==> src/rtl/tma_pkg.sv <==
// Shared types and constants for the token mutex arbiter.
// Depends on nothing; every other file of the block imports it.
`timescale 1ns / 1ps

package tma_pkg;

   localparam int SITES_DEF     = 4;
   localparam int SEQ_WIDTH_DEF = 16;
   localparam int SITE_WIDTH    = 2;
   localparam int CFG_WIDTH     = 2;

   localparam logic [CFG_WIDTH-1:0] INIT_HOLDER_RESET = 2'd1;

   localparam logic ACTION_REQUEST = 1'b0;
   localparam logic ACTION_RELEASE = 1'b1;

   localparam logic STATUS_OK      = 1'b0;
   localparam logic STATUS_IGNORED = 1'b1;

   typedef struct packed {
      logic                  action;
      logic [SITE_WIDTH-1:0] site;
   } req_beat_type;

   typedef struct packed {
      logic                  granted;
      logic [SITE_WIDTH-1:0] granted_site;
      logic [SITE_WIDTH-1:0] token_site;
      logic                  section_busy;
      logic                  status;
   } rsp_beat_type;

   typedef enum logic [2:0] {
      ST_IDLE,
      ST_FETCH,
      ST_SCAN,
      ST_FINISH,
      ST_DONE
   } state_type;

endpackage

==> src/rtl/tma_req_if.sv <==
// Request channel of the token mutex arbiter: valid, ready and one beat.
// Depends on tma_pkg for the beat type.
`timescale 1ns / 1ps

interface tma_req_if;
   import tma_pkg::*;

   logic         valid;
   logic         ready;
   req_beat_type beat;

   modport source (output valid, output beat, input ready);
   modport sink (input valid, input beat, output ready);
endinterface

==> src/rtl/tma_rsp_if.sv <==
// Response channel of the token mutex arbiter: valid, ready and one beat.
// Depends on tma_pkg for the beat type.
`timescale 1ns / 1ps

interface tma_rsp_if;
   import tma_pkg::*;

   logic         valid;
   logic         ready;
   rsp_beat_type beat;

   modport source (output valid, output beat, input ready);
   modport sink (input valid, input beat, output ready);
endinterface

==> src/rtl/token_mutex_arbiter_core.sv <==
// Top level of the token mutex arbiter: sequencer, sequence-number memory,
// last-served memory and wait queue. Uses tma_pkg, tma_req_if, tma_rsp_if,
// tma_vmem and tma_queue.
//
// The block arbitrates a single token among SITES sites in the manner of
// Suzuki-Kasami: a request bumps the site's sequence number and spreads it to
// every site's view, and a release by the holder queues all outstanding sites
// in ascending order and hands the token to the queue head. Each beat returns
// exactly one response beat. For a request or a valid release the sequencer
// walks the per-site sequence-number memory one entry per cycle through its
// single read port; an ignored beat, or a request by the site already in
// the section, skips the walk. A response waiting on a stalled output does
// not stop the next request beat from being taken. There is no clearing pass
// after reset: every memory entry carries a valid bit. Writes to the
// initial-holder register move the token only before the first beat after
// reset.
`timescale 1ns / 1ps

module token_mutex_arbiter_core #(
   parameter int SITES     = tma_pkg::SITES_DEF,
   parameter int SEQ_WIDTH = tma_pkg::SEQ_WIDTH_DEF
) (
   input  logic                         clock,
   input  logic                         reset,
   tma_req_if.sink                      req_chan,
   tma_rsp_if.source                    rsp_chan,
   input  logic                         csr_wr_en,
   input  logic [tma_pkg::CFG_WIDTH-1:0] csr_wr_data
);
   import tma_pkg::*;

   localparam int SW = $clog2(SITES);
   localparam int CW = $clog2(SITES + 1);
   localparam int AW = $clog2(SITES * SITES);

   function automatic logic [AW-1:0] rn_addr(input logic [SW-1:0] row,
                                             input logic [SW-1:0] col);
      rn_addr = AW'(32'(row) * SITES + 32'(col));
   endfunction

   function automatic logic [SITE_WIDTH-1:0] site_mod(input logic [CFG_WIDTH-1:0] v);
      if (32'(v) >= SITES) begin
         site_mod = SITE_WIDTH'(32'(v) - SITES);
      end else begin
         site_mod = SITE_WIDTH'(v);
      end
   endfunction

   function automatic logic seq_newer(input logic [SEQ_WIDTH-1:0] cand,
                                      input logic [SEQ_WIDTH-1:0] old);
      logic [SEQ_WIDTH-1:0] d;
      d         = cand - old;
      seq_newer = (d != '0) && !d[SEQ_WIDTH-1];
   endfunction

   state_type              state_ff, state_in;
   logic                   action_ff, action_in;
   logic [SITE_WIDTH-1:0]  site_ff, site_in;
   logic [SW-1:0]          j_ff, j_in;
   logic [SEQ_WIDTH-1:0]   sn_ff, sn_in;
   logic [SEQ_WIDTH-1:0]   lsv_ff, lsv_in;
   logic                   outst_ff, outst_in;
   logic [SITE_WIDTH-1:0]  holder_ff, holder_in;
   logic                   inside_ff, inside_in;
   logic                   fresh_ff, fresh_in;
   logic [CFG_WIDTH-1:0]   init_ff, init_in;
   rsp_beat_type           res_ff, res_in;
   logic                   rsp_valid_ff, rsp_valid_in;
   rsp_beat_type           rsp_beat_ff, rsp_beat_in;

   logic [AW-1:0]          rn_raddr, rn_waddr;
   logic [SEQ_WIDTH-1:0]   rn_rdata, rn_wdata;
   logic                   rn_we;
   logic [SW-1:0]          ls_raddr, ls_waddr;
   logic [SEQ_WIDTH-1:0]   ls_rdata, ls_wdata;
   logic                   ls_we;

   logic                   q_push, q_pop;
   logic [SW-1:0]          q_head;
   logic [CW-1:0]          q_count;
   logic [SITES-1:0]       q_queued;

   logic [SW-1:0]          req_idx, site_idx, j_next;
   logic [SEQ_WIDTH-1:0]   cur;
   logic                   is_last;

   tma_vmem #(.DEPTH(SITES * SITES), .WIDTH(SEQ_WIDTH)) u_seq_mem (
      .clock   (clock),
      .reset   (reset),
      .rd_addr (rn_raddr),
      .rd_data (rn_rdata),
      .wr_en   (rn_we),
      .wr_addr (rn_waddr),
      .wr_data (rn_wdata)
   );

   tma_vmem #(.DEPTH(SITES), .WIDTH(SEQ_WIDTH)) u_served_mem (
      .clock   (clock),
      .reset   (reset),
      .rd_addr (ls_raddr),
      .rd_data (ls_rdata),
      .wr_en   (ls_we),
      .wr_addr (ls_waddr),
      .wr_data (ls_wdata)
   );

   tma_queue #(.SITES(SITES)) u_queue (
      .clock     (clock),
      .reset     (reset),
      .push      (q_push),
      .push_site (j_ff),
      .pop       (q_pop),
      .head_site (q_head),
      .count     (q_count),
      .queued    (q_queued)
   );

   always_ff @(posedge clock) begin
      if (reset) begin
         state_ff     <= ST_IDLE;
         holder_ff    <= site_mod(INIT_HOLDER_RESET);
         inside_ff    <= 1'b0;
         fresh_ff     <= 1'b1;
         init_ff      <= INIT_HOLDER_RESET;
         rsp_valid_ff <= 1'b0;
         outst_ff     <= 1'b0;
      end else begin
         state_ff     <= state_in;
         holder_ff    <= holder_in;
         inside_ff    <= inside_in;
         fresh_ff     <= fresh_in;
         init_ff      <= init_in;
         rsp_valid_ff <= rsp_valid_in;
         outst_ff     <= outst_in;
      end
   end

   always_ff @(posedge clock) begin
      action_ff   <= action_in;
      site_ff     <= site_in;
      j_ff        <= j_in;
      sn_ff       <= sn_in;
      lsv_ff      <= lsv_in;
      res_ff      <= res_in;
      rsp_beat_ff <= rsp_beat_in;
   end

   assign req_chan.ready = (state_ff == ST_IDLE);
   assign rsp_chan.valid = rsp_valid_ff;
   assign rsp_chan.beat  = rsp_beat_ff;

   always_comb begin
      state_in     = state_ff;
      action_in    = action_ff;
      site_in      = site_ff;
      j_in         = j_ff;
      sn_in        = sn_ff;
      lsv_in       = lsv_ff;
      outst_in     = outst_ff;
      holder_in    = holder_ff;
      inside_in    = inside_ff;
      fresh_in     = fresh_ff;
      init_in      = init_ff;
      res_in       = res_ff;
      rsp_valid_in = rsp_valid_ff && !rsp_chan.ready;
      rsp_beat_in  = rsp_beat_ff;

      req_idx  = SW'(req_chan.beat.site);
      site_idx = SW'(site_ff);
      j_next   = j_ff + SW'(1);
      is_last  = (32'(j_ff) == SITES - 1);
      cur      = rn_rdata;

      rn_raddr = '0;
      rn_we    = 1'b0;
      rn_waddr = rn_addr(site_idx, site_idx);
      rn_wdata = sn_ff;
      ls_raddr = '0;
      ls_we    = 1'b0;
      ls_waddr = site_idx;
      ls_wdata = rn_rdata;
      q_push   = 1'b0;
      q_pop    = 1'b0;

      if (csr_wr_en) begin
         init_in = csr_wr_data;
         if (fresh_ff) begin
            holder_in = site_mod(csr_wr_data);
         end
      end

      case (state_ff)
         ST_IDLE: begin
            if (req_chan.valid) begin
               action_in = req_chan.beat.action;
               site_in   = req_chan.beat.site;
               fresh_in  = 1'b0;
               j_in      = '0;
               outst_in  = 1'b0;
               res_in    = '{granted: 1'b0, granted_site: '0, token_site: holder_ff,
                             section_busy: inside_ff, status: STATUS_OK};
               if (32'(req_chan.beat.site) >= SITES) begin
                  state_in = ST_DONE;
               end else if (req_chan.beat.action == ACTION_REQUEST) begin
                  if (req_chan.beat.site == holder_ff && inside_ff) begin
                     state_in = ST_DONE;
                  end else begin
                     rn_raddr = rn_addr(req_idx, req_idx);
                     ls_raddr = req_idx;
                     state_in = ST_FETCH;
                  end
               end else begin
                  if (req_chan.beat.site != holder_ff || !inside_ff) begin
                     res_in.status = STATUS_IGNORED;
                     state_in      = ST_DONE;
                  end else begin
                     rn_raddr = rn_addr(req_idx, req_idx);
                     state_in = ST_FETCH;
                  end
               end
            end
         end
         ST_FETCH: begin
            if (action_ff == ACTION_REQUEST) begin
               sn_in    = rn_rdata + SEQ_WIDTH'(1);
               rn_we    = 1'b1;
               rn_wdata = sn_in;
               lsv_in   = ls_rdata;
               rn_raddr = rn_addr('0, site_idx);
            end else begin
               ls_we    = 1'b1;
               rn_raddr = rn_addr(site_idx, '0);
               ls_raddr = '0;
            end
            state_in = ST_SCAN;
         end
         ST_SCAN: begin
            if (action_ff == ACTION_REQUEST) begin
               if (j_ff != site_idx) begin
                  if (seq_newer(sn_ff, rn_rdata)) begin
                     rn_we    = 1'b1;
                     rn_waddr = rn_addr(j_ff, site_idx);
                     cur      = sn_ff;
                  end
                  if (32'(j_ff) == 32'(holder_ff)) begin
                     outst_in = (cur == lsv_ff + SEQ_WIDTH'(1));
                  end
               end
               if (!is_last) begin
                  rn_raddr = rn_addr(j_next, site_idx);
               end
            end else begin
               if (j_ff != site_idx && rn_rdata == ls_rdata + SEQ_WIDTH'(1) &&
                   !q_queued[j_ff] && 32'(q_count) < SITES) begin
                  q_push = 1'b1;
               end
               if (!is_last) begin
                  rn_raddr = rn_addr(site_idx, j_next);
                  ls_raddr = j_next;
               end
            end
            if (is_last) begin
               state_in = ST_FINISH;
            end else begin
               j_in = j_next;
            end
         end
         ST_FINISH: begin
            res_in.granted      = 1'b0;
            res_in.granted_site = '0;
            if (action_ff == ACTION_REQUEST) begin
               if (site_ff == holder_ff) begin
                  inside_in           = 1'b1;
                  res_in.granted      = 1'b1;
                  res_in.granted_site = site_ff;
               end else if (!inside_ff && outst_ff) begin
                  holder_in           = site_ff;
                  inside_in           = 1'b1;
                  res_in.granted      = 1'b1;
                  res_in.granted_site = site_ff;
               end
            end else begin
               inside_in = 1'b0;
               if (q_count != '0) begin
                  q_pop               = 1'b1;
                  holder_in           = SITE_WIDTH'(q_head);
                  inside_in           = 1'b1;
                  res_in.granted      = 1'b1;
                  res_in.granted_site = SITE_WIDTH'(q_head);
               end
            end
            res_in.token_site   = holder_in;
            res_in.section_busy = inside_in;
            res_in.status       = STATUS_OK;
            state_in            = ST_DONE;
         end
         ST_DONE: begin
            if (!rsp_valid_ff || rsp_chan.ready) begin
               rsp_valid_in = 1'b1;
               rsp_beat_in  = res_ff;
               state_in     = ST_IDLE;
            end
         end
         default: begin
            state_in = ST_IDLE;
         end
      endcase
   end

endmodule

==> src/rtl/tma_vmem.sv <==
// Synchronous one-read one-write memory with a valid bit per entry.
// Entries never written read as zero; read data is registered. Uses tma_pkg.
`timescale 1ns / 1ps

module tma_vmem #(
   parameter int DEPTH = 16,
   parameter int WIDTH = 16
) (
   input  logic                     clock,
   input  logic                     reset,
   input  logic [$clog2(DEPTH)-1:0] rd_addr,
   output logic [WIDTH-1:0]         rd_data,
   input  logic                     wr_en,
   input  logic [$clog2(DEPTH)-1:0] wr_addr,
   input  logic [WIDTH-1:0]         wr_data
);
   import tma_pkg::*;

   logic [WIDTH-1:0] mem [DEPTH];
   logic [DEPTH-1:0] valid_ff;
   logic [WIDTH-1:0] data_ff;
   logic             hit_ff;

   always_ff @(posedge clock) begin
      if (wr_en) begin
         mem[wr_addr] <= wr_data;
      end
      data_ff <= mem[rd_addr];
   end

   always_ff @(posedge clock) begin
      if (reset) begin
         valid_ff <= '0;
         hit_ff   <= 1'b0;
      end else begin
         hit_ff <= valid_ff[rd_addr];
         if (wr_en) begin
            valid_ff[wr_addr] <= 1'b1;
         end
      end
   end

   assign rd_data = hit_ff ? data_ff : '0;

endmodule

==> src/rtl/tma_queue.sv <==
// Ring queue of waiting sites that travels with the token, plus a mask of
// the sites currently queued. Uses tma_pkg.
`timescale 1ns / 1ps

module tma_queue #(
   parameter int SITES = tma_pkg::SITES_DEF
) (
   input  logic                       clock,
   input  logic                       reset,
   input  logic                       push,
   input  logic [$clog2(SITES)-1:0]   push_site,
   input  logic                       pop,
   output logic [$clog2(SITES)-1:0]   head_site,
   output logic [$clog2(SITES+1)-1:0] count,
   output logic [SITES-1:0]           queued
);
   import tma_pkg::*;

   localparam int SW = $clog2(SITES);
   localparam int CW = $clog2(SITES + 1);

   logic [SW-1:0] entries_ff [SITES];
   logic [SW-1:0] head_ff;
   logic [CW-1:0] count_ff;
   logic [SITES-1:0] queued_ff;
   logic [SW+1:0] tail_sum;
   logic [SW-1:0] tail;

   always_comb begin
      tail_sum = (SW+2)'(head_ff) + (SW+2)'(count_ff);
      if (32'(tail_sum) >= SITES) begin
         tail = SW'(32'(tail_sum) - SITES);
      end else begin
         tail = SW'(tail_sum);
      end
   end

   always_ff @(posedge clock) begin
      if (push) begin
         entries_ff[tail] <= push_site;
      end
   end

   always_ff @(posedge clock) begin
      if (reset) begin
         head_ff   <= '0;
         count_ff  <= '0;
         queued_ff <= '0;
      end else if (push) begin
         count_ff            <= count_ff + CW'(1);
         queued_ff[push_site] <= 1'b1;
      end else if (pop) begin
         count_ff <= count_ff - CW'(1);
         queued_ff[entries_ff[head_ff]] <= 1'b0;
         if (32'(head_ff) == SITES - 1) begin
            head_ff <= '0;
         end else begin
            head_ff <= head_ff + SW'(1);
         end
      end
   end

   assign head_site = entries_ff[head_ff];
   assign count     = count_ff;
   assign queued    = queued_ff;

endmodule

==> src/flat_wrapper.sv <==
// flat-port wrapper written by rule: the top's interface ports become plain ports
module token_mutex_arbiter_core_flat import tma_pkg::*;
#(
   parameter int SITES     = tma_pkg::SITES_DEF,
   parameter int SEQ_WIDTH = tma_pkg::SEQ_WIDTH_DEF
)
  (clock, reset, csr_wr_en, csr_wr_data, req_chan_valid, req_chan_beat, req_chan_ready, rsp_chan_valid, rsp_chan_beat, rsp_chan_ready);
  tma_req_if req_chan_i ();
  tma_rsp_if rsp_chan_i ();
  input  logic clock;
  input  logic reset;
  input  logic csr_wr_en;
  input  logic [tma_pkg::CFG_WIDTH-1:0] csr_wr_data;
  input wire logic [$bits(req_chan_i.valid)-1:0] req_chan_valid;
  input wire logic [$bits(req_chan_i.beat)-1:0] req_chan_beat;
  output wire logic [$bits(req_chan_i.ready)-1:0] req_chan_ready;
  output wire logic [$bits(rsp_chan_i.valid)-1:0] rsp_chan_valid;
  output wire logic [$bits(rsp_chan_i.beat)-1:0] rsp_chan_beat;
  input wire logic [$bits(rsp_chan_i.ready)-1:0] rsp_chan_ready;
  assign req_chan_i.valid = req_chan_valid;
  assign req_chan_i.beat = req_chan_beat;
  assign req_chan_ready = req_chan_i.ready;
  assign rsp_chan_valid = rsp_chan_i.valid;
  assign rsp_chan_beat = rsp_chan_i.beat;
  assign rsp_chan_i.ready = rsp_chan_ready;
  token_mutex_arbiter_core #(.SITES(SITES), .SEQ_WIDTH(SEQ_WIDTH)) u_core (.clock(clock), .reset(reset), .req_chan(req_chan_i), .rsp_chan(rsp_chan_i), .csr_wr_en(csr_wr_en), .csr_wr_data(csr_wr_data));
endmodule
==> config.mk <==
export PLATFORM = sky130hd
export DESIGN_NAME = token_mutex_arbiter_core_flat
export DESIGN_NICKNAME = d
export VERILOG_FILES = /design/src/rtl/tma_pkg.sv /design/src/rtl/tma_req_if.sv /design/src/rtl/tma_rsp_if.sv /design/src/rtl/token_mutex_arbiter_core.sv /design/src/rtl/tma_vmem.sv /design/src/rtl/tma_queue.sv /design/src/flat_wrapper.sv
export SDC_FILE = /design/constraint.sdc
export NUM_CORES = 1
export LEC_CHECK = 0
export ABC_AREA = 1
export CAP_MARGIN = 20
export CORE_MARGIN = 2
export CORE_UTILIZATION = 45
export DETAILED_ROUTE_END_ITERATION = 12
export DONT_BUFFER_PORTS = 1
export PLACE_DENSITY = 0.7
export SYNTH_ARGS = -nofsm -noshare
export SYNTH_HDL_FRONTEND = slang
export SYNTH_HIERARCHICAL = 1
export SYNTH_SLANG_ARGS = --single-unit
==> constraint.sdc <==
create_clock -name clock -period 7.1 [get_ports clock]
set_input_delay 0.71 -clock clock [delete_from_list [all_inputs] [get_ports clock]]
set_output_delay 0.71 -clock clock [all_outputs]
set_load 0.02 [all_outputs]
==> impl_metrics.ini, run 1 <==
[worst_hold_path]
hold_class = input pin to flop
min-delay-start = reset
worstHoldPathCells = 1
hold_path_end = u_core/u_served_mem/hit_ff

[cells_and_area]
area.growth.synth_to_final_pct = 10.5
nNetsFinal = 2095
antenna-diode-count = 0
fin_util = 0.501
drive_gt1_frac = 0.0744
final_cells = 2698
layout_commonest_cell = edfxtp_1
final_cell_mix = 363 x edfxtp_1, 317 x nand2_1, 294 x nor2_1

[synth]
synth_edf_count = 363
async_flop_share = 0
synthDistinctLibCells = 54
yosys.area.top_type = edfxtp_1
synth-seq-cells = 453
syn_area_um2 = 20500
avgSynthCellArea_um2 = 9.93
ys.flop_type = edfxtp_1
yosysWarnings = 6
netlist_instances = 2061
yosysTopAreaCellShare = 0.532
yosysSeqAreaShare = 0.620
synth_fp_nets = 2095
synth.area.top_cells = edfxtp_1 53%, dfxtp_1 8.8%, nand2_1 5.8%

[clock_network]
cts_tree = built
ctsResizeCount = 0
cts_buffers = 46
hold_buffers = 0
cts_sinks = 453
htree_levels = 2
root_buffer = clkbuf_16
postCtsSetupRepairBufs = 0
clock_path_buffers = 3
cts.clk_slew.worst_paths_ns = 0.06
clock_latency_ns = 0.58

[floorplanning]
ios = 19
die_h_um = 217
core_um2 = 45200
die-area_um2 = 47200
start_util = 0.453
rows = 78
fp.dieW_um = 217

[timing]
final.min_clock_period_ns = 5.50
slew_violations = 0
fin_skew_ns = 0.0164
period_share = 0.775
worst_slack_ns = 1.60
worst_pin_slew_ns = 1.12
setup-violations-final = 0
relSlewSlack = 0.254
rsz0062_at_grt = no
fmax_mhz = 182
setup_tns_ns = 0
hold_viol_final = 0

[global_routing]
antenna_found_initial = 0
track_usage = 0.206
grt_pass1_vias = 13900
overflow = 0
grt_pass1_wl_um = 76000
grt_max_degree = 170

[critical_path]
cp_data_required_time_ns = 7.30
rrSetupSlack_ns = 1.60
crit_top_cell = inv_1
max_stage_delay_ns = 0.86
path_buf_inv = 6
reg2regPathDepth = 19
path_cells = nand2_1 -> inv_1 -> inv_1 -> ha_1 -> nand2_1 -> inv_1 -> a21oi_1 -> nand3_1 -> nand2_1 -> inv_1 -> o21ai_0 -> nand2_1 -> a21oi_2 -> nand2_1 -> o21ai_0 -> inv_1 -> nor3_1 -> inv_1 -> nor2_2
crit_type = flop to flop
worst_r2r_endpoint = u_core/u_seq_mem/mem[10][12]
rr_startpoint = u_core/u_seq_mem/hit_ff
cp_max_fo = 17
startpoint_type = flop
endpoint_kind = flop
cp_slowest_cell = nor2_2
crit_family = simple AND/OR/NAND/NOR gates
cp.arrival_ns = 5.70

[power]
p_leak_nw = 8.84
pwr-share-seq = 0.419
peakVddDrop_uv = 224
internal_power_mw = 5.20
p_switching_mw = 2.58
p_comb_frac = 0.270
p_clk_frac = 0.310
pwr_density_cell_nw_per_um2 = 344
power.share.switching = 0.331

[routing]
vias_per_cell = 5.38
drt_first_pass_iters = 6
routed_wl_um = 48200
routedWlPerCell_um = 17.9
drtIter0Drc = 1344
post-route-drc-count = 0
dr_total_vias = 14500
ant_nets = 0

[placed_design]
dp.cells = 2610
place.detailed.hpwl_um = 30900
post-place-ws_ns = 1.75
place_congestion = 0.891
io_buffers = 0

[run_status]
status = finished clean

[run]
maxCapViolCount = 0
[metal layers]
layer | wire length (um) | vias up | track usage
li1 | - | 6985 | -
met3 | 3020 | 78 | 0.0289
met2 | 22200 | 444 | 0.332
met5 | 0 | - | 0
met1 | 21900 | 7003 | 0.289
met4 | 1130 | 0 | 0.0653
[power by group through the flow]
stage	clock [mW]	sequential, mW	combinational [mW]
2_1_floorplan	0	3.27	1.54
3_3_place_gp	0	3.31	2.06
3_5_place_dp	0	3.32	2.08
4_1_cts	2.47	3.26	2.09
5_1_grt	2.56	3.28	2.39
6_report	2.42	3.26	2.10
[cell usage after synthesis, types with 2 or more instances]
master	instances
a211oi_1	2
a21oi_1	63
a21oi_2	3
a22oi_1	3
a31oi_1	2
buf_1	5
buf_2	22
buf_6	13
clkbuf_1	33
clkbuf_2	3
clkinv_1	3
dfxtp_1	90
edfxtp_1	363
fa_1	2
ha_1	22
inv_1	246
inv_2	7
nand2_1	317
nand2_2	11
nand3_1	124
nand3_2	8
nand3b_1	14
nand4_1	12
nor2_1	303
nor2_2	4
nor3_1	27
nor4_1	3
o211ai_1	63
o211ai_2	2
o21ai_0	181
o21ai_1	36
o22ai_1	6
o31ai_1	2
or2_1	2
xnor2_1	12
xor2_1	34
[per-stage QoR]
step / power [mW] / hold slack (ns) / instance area, um2
2_1_floorplan: 4.82 / 0.400 / 20500
3_3_place_gp: 5.37 / 0.407 / 21100
3_5_place_dp: 5.40 / 0.408 / 21100
4_1_cts: 7.82 / 0.171 / 22600
5_1_grt: 8.23 / 0.179 / 22600
6_report: 7.78 / 0.195 / 22600
[registers in the layout, summed over array words and instances, names as in the netlist, 2 cells and up, named ones only]
signal / count
u_core/holder_ff: 2
u_core/j_ff: 2
u_core/ls_waddr: 2
u_core/lsv_ff: 16
u_core/res_ff: 7
u_core/rsp_chan.beat: 7
u_core/sn_ff: 16
u_core/state_ff: 3
u_core/u_queue/count: 3
u_core/u_queue/entries_ff: 8
u_core/u_queue/head_ff: 2
u_core/u_queue/queued: 4
u_core/u_seq_mem/data_ff: 16
u_core/u_seq_mem/mem: 256
u_core/u_seq_mem/valid_ff: 16
u_core/u_served_mem/data_ff: 16
u_core/u_served_mem/mem: 64
u_core/u_served_mem/valid_ff: 4
[how the worst max path moves through the flow]
| stage | from | to | slack [ns] | depth (start not counted) |
|---|---|---|---|---|
| 3_3_place_gp | u_core/u_seq_mem/hit_ff | u_core/u_seq_mem/mem[10][12] | 1.85 | 19 |
| 3_5_place_dp | u_core/u_seq_mem/hit_ff | u_core/u_seq_mem/mem[10][12] | 1.75 | 19 |
| 5_1_grt | u_core/u_seq_mem/hit_ff | u_core/u_seq_mem/mem[10][4] | 1.12 | 19 |
| 4_1_cts | u_core/u_seq_mem/hit_ff | u_core/u_seq_mem/mem[10][5] | 1.73 | 19 |
| 2_1_floorplan | u_core/u_seq_mem/hit_ff | u_core/u_seq_mem/mem[13][0] | 2.44 | 23 |
| 6_report | u_core/u_seq_mem/hit_ff | u_core/u_seq_mem/mem[10][12] | 1.60 | 19 |
[kinds of logic (layout without fill, tap and decap cells)]
kind of cell             Yosys count  in the layout  synth area share
AO/OA/AOI/OAI                    371            371             0.103
flip-flops                       453            453             0.620
AND/OR/NAND/NOR                  829            829             0.171
multiplexers                       1              1          0.000489
buffers and inverters            336            373            0.0695
XOR/XNOR                          47             47            0.0205
adder cells (fa/ha/maj)           24             24            0.0154
[final cells by class]
cell class / instances / area, um2
clock buffers: 63 / 1290
fillers: 4035 / 22600
repair buffers: 31 / 277
clock inverters: 22 / 224
flip-flops and latches: 453 / 12700
inverters: 257 / 967
well taps: 600 / 751
multi-input cells: 1272 / 6430
No activity file was read; power rests on OpenSTA's default activity.
==> run 2: changes to the inputs <==
--- a/config.mk
+++ b/config.mk
@@ -5,7 +5,7 @@
 export SDC_FILE = /design/constraint.sdc
 export NUM_CORES = 1
 export LEC_CHECK = 0
-export ABC_AREA = 1
+export ABC_AREA = 0
 export CAP_MARGIN = 20
 export CORE_MARGIN = 2
 export CORE_UTILIZATION = 45
==> constraint.sdc (replaced) <==
create_clock -name clock -period 5.5 [get_ports clock]
set_input_delay 0.55 -clock clock [delete_from_list [all_inputs] [get_ports clock]]
set_output_delay 0.55 -clock clock [all_outputs]
set_load 0.02 [all_outputs]
==> run 2 against run 1 <==
Effect of this change:
- core utilization increased by 1.3 points
- critical path depth decreased by 5
- count of clock-buffer cells in the layout decreased by 7
- clock skew increased by 0.021 ns
- largest power group unchanged
- cell count decreased by 26%
- wire length decreased by 9.5%
- global-route usage decreased by 1.1 points
- fmax increased by 8.4%
- highest routed layer unchanged
- largest cell class unchanged
==> impl_metrics.ini, run 2 <==
[timing]
slew_violations = 0
fin_skew_ns = 0.0378
hold_viol_final = 0
final.min_clock_period_ns = 5.07
period_share = 0.923
worst_slack_ns = 0.426
rsz0062_at_grt = no
relSlewSlack = 0.290
fmax_mhz = 197
hold_slack_ns = 0.0489
worst_pin_slew_ns = 1.06
setup-violations-final = 0

[synth]
syn_area_um2 = 19800
async_flop_share = 0
avgSynthCellArea_um2 = 15.0
yosysTopAreaCellShare = 0.551
synthMuxAreaShare = 0.116
yosys.area_share.simple = 0.0945
synth_edf_count = 363
synth.area.top_cells = edfxtp_1 55%, dfxtp_1 9.1%, mux4_2 6.4%
synth_xor_area_frac = 0.0328
synth_fa_ha_area_frac = 0.0159
synthTopCellsByCount = 363 x edfxtp_1, 104 x nor2_1, 90 x dfxtp_1
synth-seq-cells = 453
yosysWarnings = 6
netlist_instances = 1317
synth_fp_nets = 1351
synthDistinctLibCells = 89
synth_compound_gate_area_share = 0.0741
yosysSeqAreaShare = 0.642
ys.flop_type = edfxtp_1
synth_top_family_by_area = multiplexers
post-synth-top-count-cell = edfxtp_1
yosys.area.top_type = edfxtp_1

[critical_path]
startpoint_type = flop
crit_top_cell = and3_1
rrSetupSlack_ns = 0.43
path_cells = and2_1 -> inv_1 -> ha_1 -> and3_1 -> nand4_1 -> a211oi_1 -> o21ai_0 -> a21oi_1 -> or4b_1 -> and3_1 -> mux2_2 -> nand3b_1 -> nor3b_2 -> buf_4
crit_type = flop to flop
max_stage_delay_ns = 0.61
cp.arrival_ns = 5.33
crit_family = simple AND/OR/NAND/NOR gates
cp_slowest_cell = dfxtp_1
cp_data_required_time_ns = 5.75
path_buf_inv = 2
endpoint_kind = flop
cp_max_fo = 17

[clock_network]
clock_latency_ns = 0.58
root_buffer = clkbuf_16
cts_tree = built
cts_buffers = 44
cts.clk_slew.worst_paths_ns = 0.06
postCtsSetupRepairBufs = 0
clock_path_buffers = 3
cts_sinks = 453
htree_levels = 2

[placed_design]
io_buffers = 0
place.detailed.hpwl_um = 28400
post-place-ws_ns = 0.480
place_congestion = 0.891
dpl_cell_area_um2 = 20700

[cells_and_area]
final_cell_area_um2 = 22200
area.growth.synth_to_final_pct = 12.3
top_regs = u_core/u_seq_mem/mem (256), u_core/u_served_mem/mem (64)
antenna-diode-count = 0
fin_util = 0.514
layout_commonest_cell = edfxtp_1
final_cell_mix = 363 x edfxtp_1, 98 x nor2_1, 90 x dfxtp_1
drive_gt1_frac = 0.171
nNetsFinal = 1403
largest_reg_flops = 256
regMostFlops = u_core/u_seq_mem/mem
fillers = 3511

[run_status]
status = finished clean

[power]
peakVddDrop_uv = 307
p_leak_nw = 7.51
pwr_density_cell_nw_per_um2 = 448
power.total_mw = 9.95

[routing]
vias_per_cell = 5.79
ant_nets = 0
dr_total_vias = 11500
routedWlPerCell_um = 21.9
drtIter0Drc = 1143
post-route-drc-count = 0
routed_wl_um = 43600
drt_first_pass_iters = 5

[run]
maxCapViolCount = 0

[global_routing]
overflow = 0
track_usage = 0.195
antenna_found_initial = 0
grt_max_degree = 71
grt_pass1_wl_um = 66900
grt_pass1_vias = 11300

[floorplanning]
die-area_um2 = 45700
start_util = 0.457
die_h_um = 214
core_um2 = 43300
rows = 76
fp.dieW_um = 214
ios = 19

[worst_hold_path]
hold_class = input pin to flop
run 2: cells by family after synthesis:
logic type,Yosys count
compound gates,203
xor+xnor,74
fa+ha+maj,24
buf+inv,94
flops,453
mux,109
simple gates,360
run 2: power by group:
group	switching (mW)	leakage [nW]	internal (mW)	total, mW
Clock	1.30	0.720	1.76	3.06
Combinational	1.53	2.67	0.943	2.48
Sequential	0.191	4.12	4.22	4.41
Total	3.02	7.51	6.93	9.95
run 2: repair_timing:
| item | 4_1_cts | 5_1_grt |
|---|---|---|
| setup endpoints to repair | 0 | 9 |
| hold buffers | 0 | 0 |
| resized for setup | 0 | 1 |
run 2: routing by layer:
layer | track usage | share of wire | up-vias
li1 | - | - | 5235
met1 | 0.275 | 0.44 | 5881
met2 | 0.321 | 0.49 | 356
met3 | 0.0315 | 0.061 | 56
met4 | 0.0443 | 0.016 | 0
met5 | 0 | 0 | -
run 2: layout make-up:
type | instances | area (um2) | area share
Timing Repair Buffer | 65 | 513 | 0.0231
Multi-Input combinational cell | 770 | 6650 | 0.299
Tap cell | 585 | 732 | 0.0329
Inverter | 35 | 131 | 0.00591
Clock buffer | 56 | 1170 | 0.0525
Clock inverter | 26 | 323 | 0.0145
Sequential cell | 453 | 12700 | 0.572
run 2: through the flow:
| step | TNS (ns) | cells |
|---|---|---|
| after floorplan | -0.693 | 1317 |
| after global placement | 0 | 1904 |
| after detailed placement | 0 | 1906 |
| after CTS | 0 | 1988 |
| after global routing | 0 | 1990 |
| final | 0 | 1990 |
run 2: worst paths after layout:
path | end | from | depth (start not counted)
setup / recovery | u_core/u_seq_mem/mem[9][9] | u_core/u_seq_mem/hit_ff | 14
hold / removal | u_core/u_seq_mem/valid_ff[15] | reset | 1
setup reg to reg | u_core/u_seq_mem/mem[9][9] | u_core/u_seq_mem/hit_ff | 14
hold reg to reg | u_core/rsp_chan.beat[6] | u_core/res_ff[6] | 0
==> run 3: changes to the inputs <==
--- a/config.mk
+++ b/config.mk
@@ -7,7 +7,8 @@
 export LEC_CHECK = 0
 export ABC_AREA = 0
 export CAP_MARGIN = 20
-export CORE_MARGIN = 2
+export CORE_ASPECT_RATIO = 1.25
+export CORE_MARGIN = 10
 export CORE_UTILIZATION = 45
 export DETAILED_ROUTE_END_ITERATION = 12
 export DONT_BUFFER_PORTS = 1
==> run 3 against run 2 <==
Effect of this change:
- flip-flop and latch count is the same
- highest routed layer unchanged
- count of clock-buffer cells in the layout is 5 lower
- core utilization rose by 0.099 points
- largest power group unchanged
- fmax decreased by 0.42%
- register-to-register slack lost 0.02 ns
==> impl_metrics.ini, run 3 (synthesis gave the netlist of run 2 again) <==
[run_status]
status = finished clean

[global_routing]
grt_pass1_wl_um = 67400
overflow = 0
met1_usage = 0.198
antenna_found_initial = 0
grt_busiest_layer = met2
use_met3 = 0.0228
grt_pass1_vias = 11600
track_usage = 0.162
gr-usage-met2 = 0.287
grt_max_degree = 71

[cells_and_area]
final_cell_mix = 363 x edfxtp_1, 95 x nor2_1, 90 x dfxtp_1
antenna-diode-count = 0
drive_gt1_frac = 0.176
area.growth.synth_to_final_pct = 12.5
final_cells = 1971
ff_latch_area_um2 = 12700
top_regs = u_core/u_seq_mem/mem (256), u_core/u_served_mem/mem (64)
largest_reg_flops = 256
layout_commonest_cell = edfxtp_1
nNetsFinal = 1404
regMostFlops = u_core/u_seq_mem/mem
fillers = 3549
multi_input_area_um2 = 6660

[routing]
ant_nets = 0
routedWlPerCell_um = 22.0
dr_total_vias = 11500
drt_first_pass_iters = 5
routed_wl_um = 43300
drtIter0Drc = 938
vias_per_cell = 5.82
post-route-drc-count = 0

[floorplanning]
die_h_um = 254
fp.dieW_um = 208
start_util = 0.457
core_um2 = 43300
ios = 19
die-area_um2 = 52800
rows = 85

[power]
pwr_density_cell_nw_per_um2 = 452
power.total_mw = 10.1
p_leak_nw = 7.54
peakVddDrop_uv = 232

[clock_network]
clock_path_buffers = 3
cts_tree = built
cts_buffers = 45
clock_latency_ns = 0.57
htree_levels = 2
cts_sinks = 453
hold_buffers = 0
root_buffer = clkbuf_16
postCtsSetupRepairBufs = 0
cts.clk_slew.worst_paths_ns = 0.06
ctsResizeCount = 0

[timing]
worst_pin_slew_ns = 0.977
relSlewSlack = 0.349
hold_viol_final = 0
fin_skew_ns = 0.0224
setup-violations-final = 0
period_share = 0.926
hold_slack_ns = 0.0497
rsz0062_at_grt = no
slew_violations = 0
fmax_mhz = 196
final.min_clock_period_ns = 5.10
worst_slack_ns = 0.405

[critical_path]
endpoint_kind = flop
reg2regPathDepth = 14
cp.arrival_ns = 5.36
cp_max_fo = 17
startpoint_type = flop
cp_data_required_time_ns = 5.77
crit_type = flop to flop
rr_startpoint = u_core/u_seq_mem/hit_ff
critPathLaunch = u_core/u_seq_mem/hit_ff

[placed_design]
io_buffers = 0
place.detailed.hpwl_um = 28500
post-place-ws_ns = 0.502
place_congestion = 0.917
dp.cells = 1887

[worst_hold_path]
hold_class = input pin to flop
min-delay-start = reset
worstHoldPathCells = 1

[run]
maxCapViolCount = 0
## run 3: layer usage
layer | share of wire | wire length (um)
met1 | 0.41 | 17700
met2 | 0.52 | 22300
met3 | 0.046 | 1980
met4 | 0.028 | 1220
met5 | 0 | 0
## run 3: cell type report
type | count | area share
sequential | 453 | 0.570
multi-input combinational | 770 | 0.299
clock buffer | 51 | 0.0520
tap | 565 | 0.0317
timing repair buffer | 65 | 0.0242
clock inverter | 32 | 0.0169
inverter | 35 | 0.00590
## run 3: worst paths after layout
| kind | end | slack [ns] |
|---|---|---|
| hold reg to reg | u_core/rsp_chan.beat[0] | 0.42 |
| setup / recovery | u_core/u_seq_mem/mem[9][8] | 0.40 |
| hold / removal | u_core/u_seq_mem/valid_ff[3] | 0.05 |
| setup reg to reg | u_core/u_seq_mem/mem[9][8] | 0.40 |
## run 3: power by group
part	internal [mW]	switching, mW
registers	4.22	0.192
clock network	1.85	1.30
logic	0.947	1.54
total	7.02	3.03
## run 3: metrics by stage
step                area [um2]  TNS [ns]  utilization
floorplan                19800    -0.693            -
global placement         20700         0        0.479
detailed placement       20700         0        0.479
CTS                      22300         0        0.514
global route             22300         0        0.515
finish                   22300         0        0.515
## run 3: critical path, stage by stage (launching register included)
cell and delay (ns):
dfxtp_1 0.62, and2_1 0.36, inv_1 0.09, ha_1 0.29, nor2b_1 0.14, o2111a_1 0.29, or3_1 0.35, a2111oi_2 0.43
nand4_2 0.19, or4b_1 0.56, and3_1 0.28, mux2_2 0.38, nand3b_1 0.30, nor3b_2 0.31, buf_12 0.20
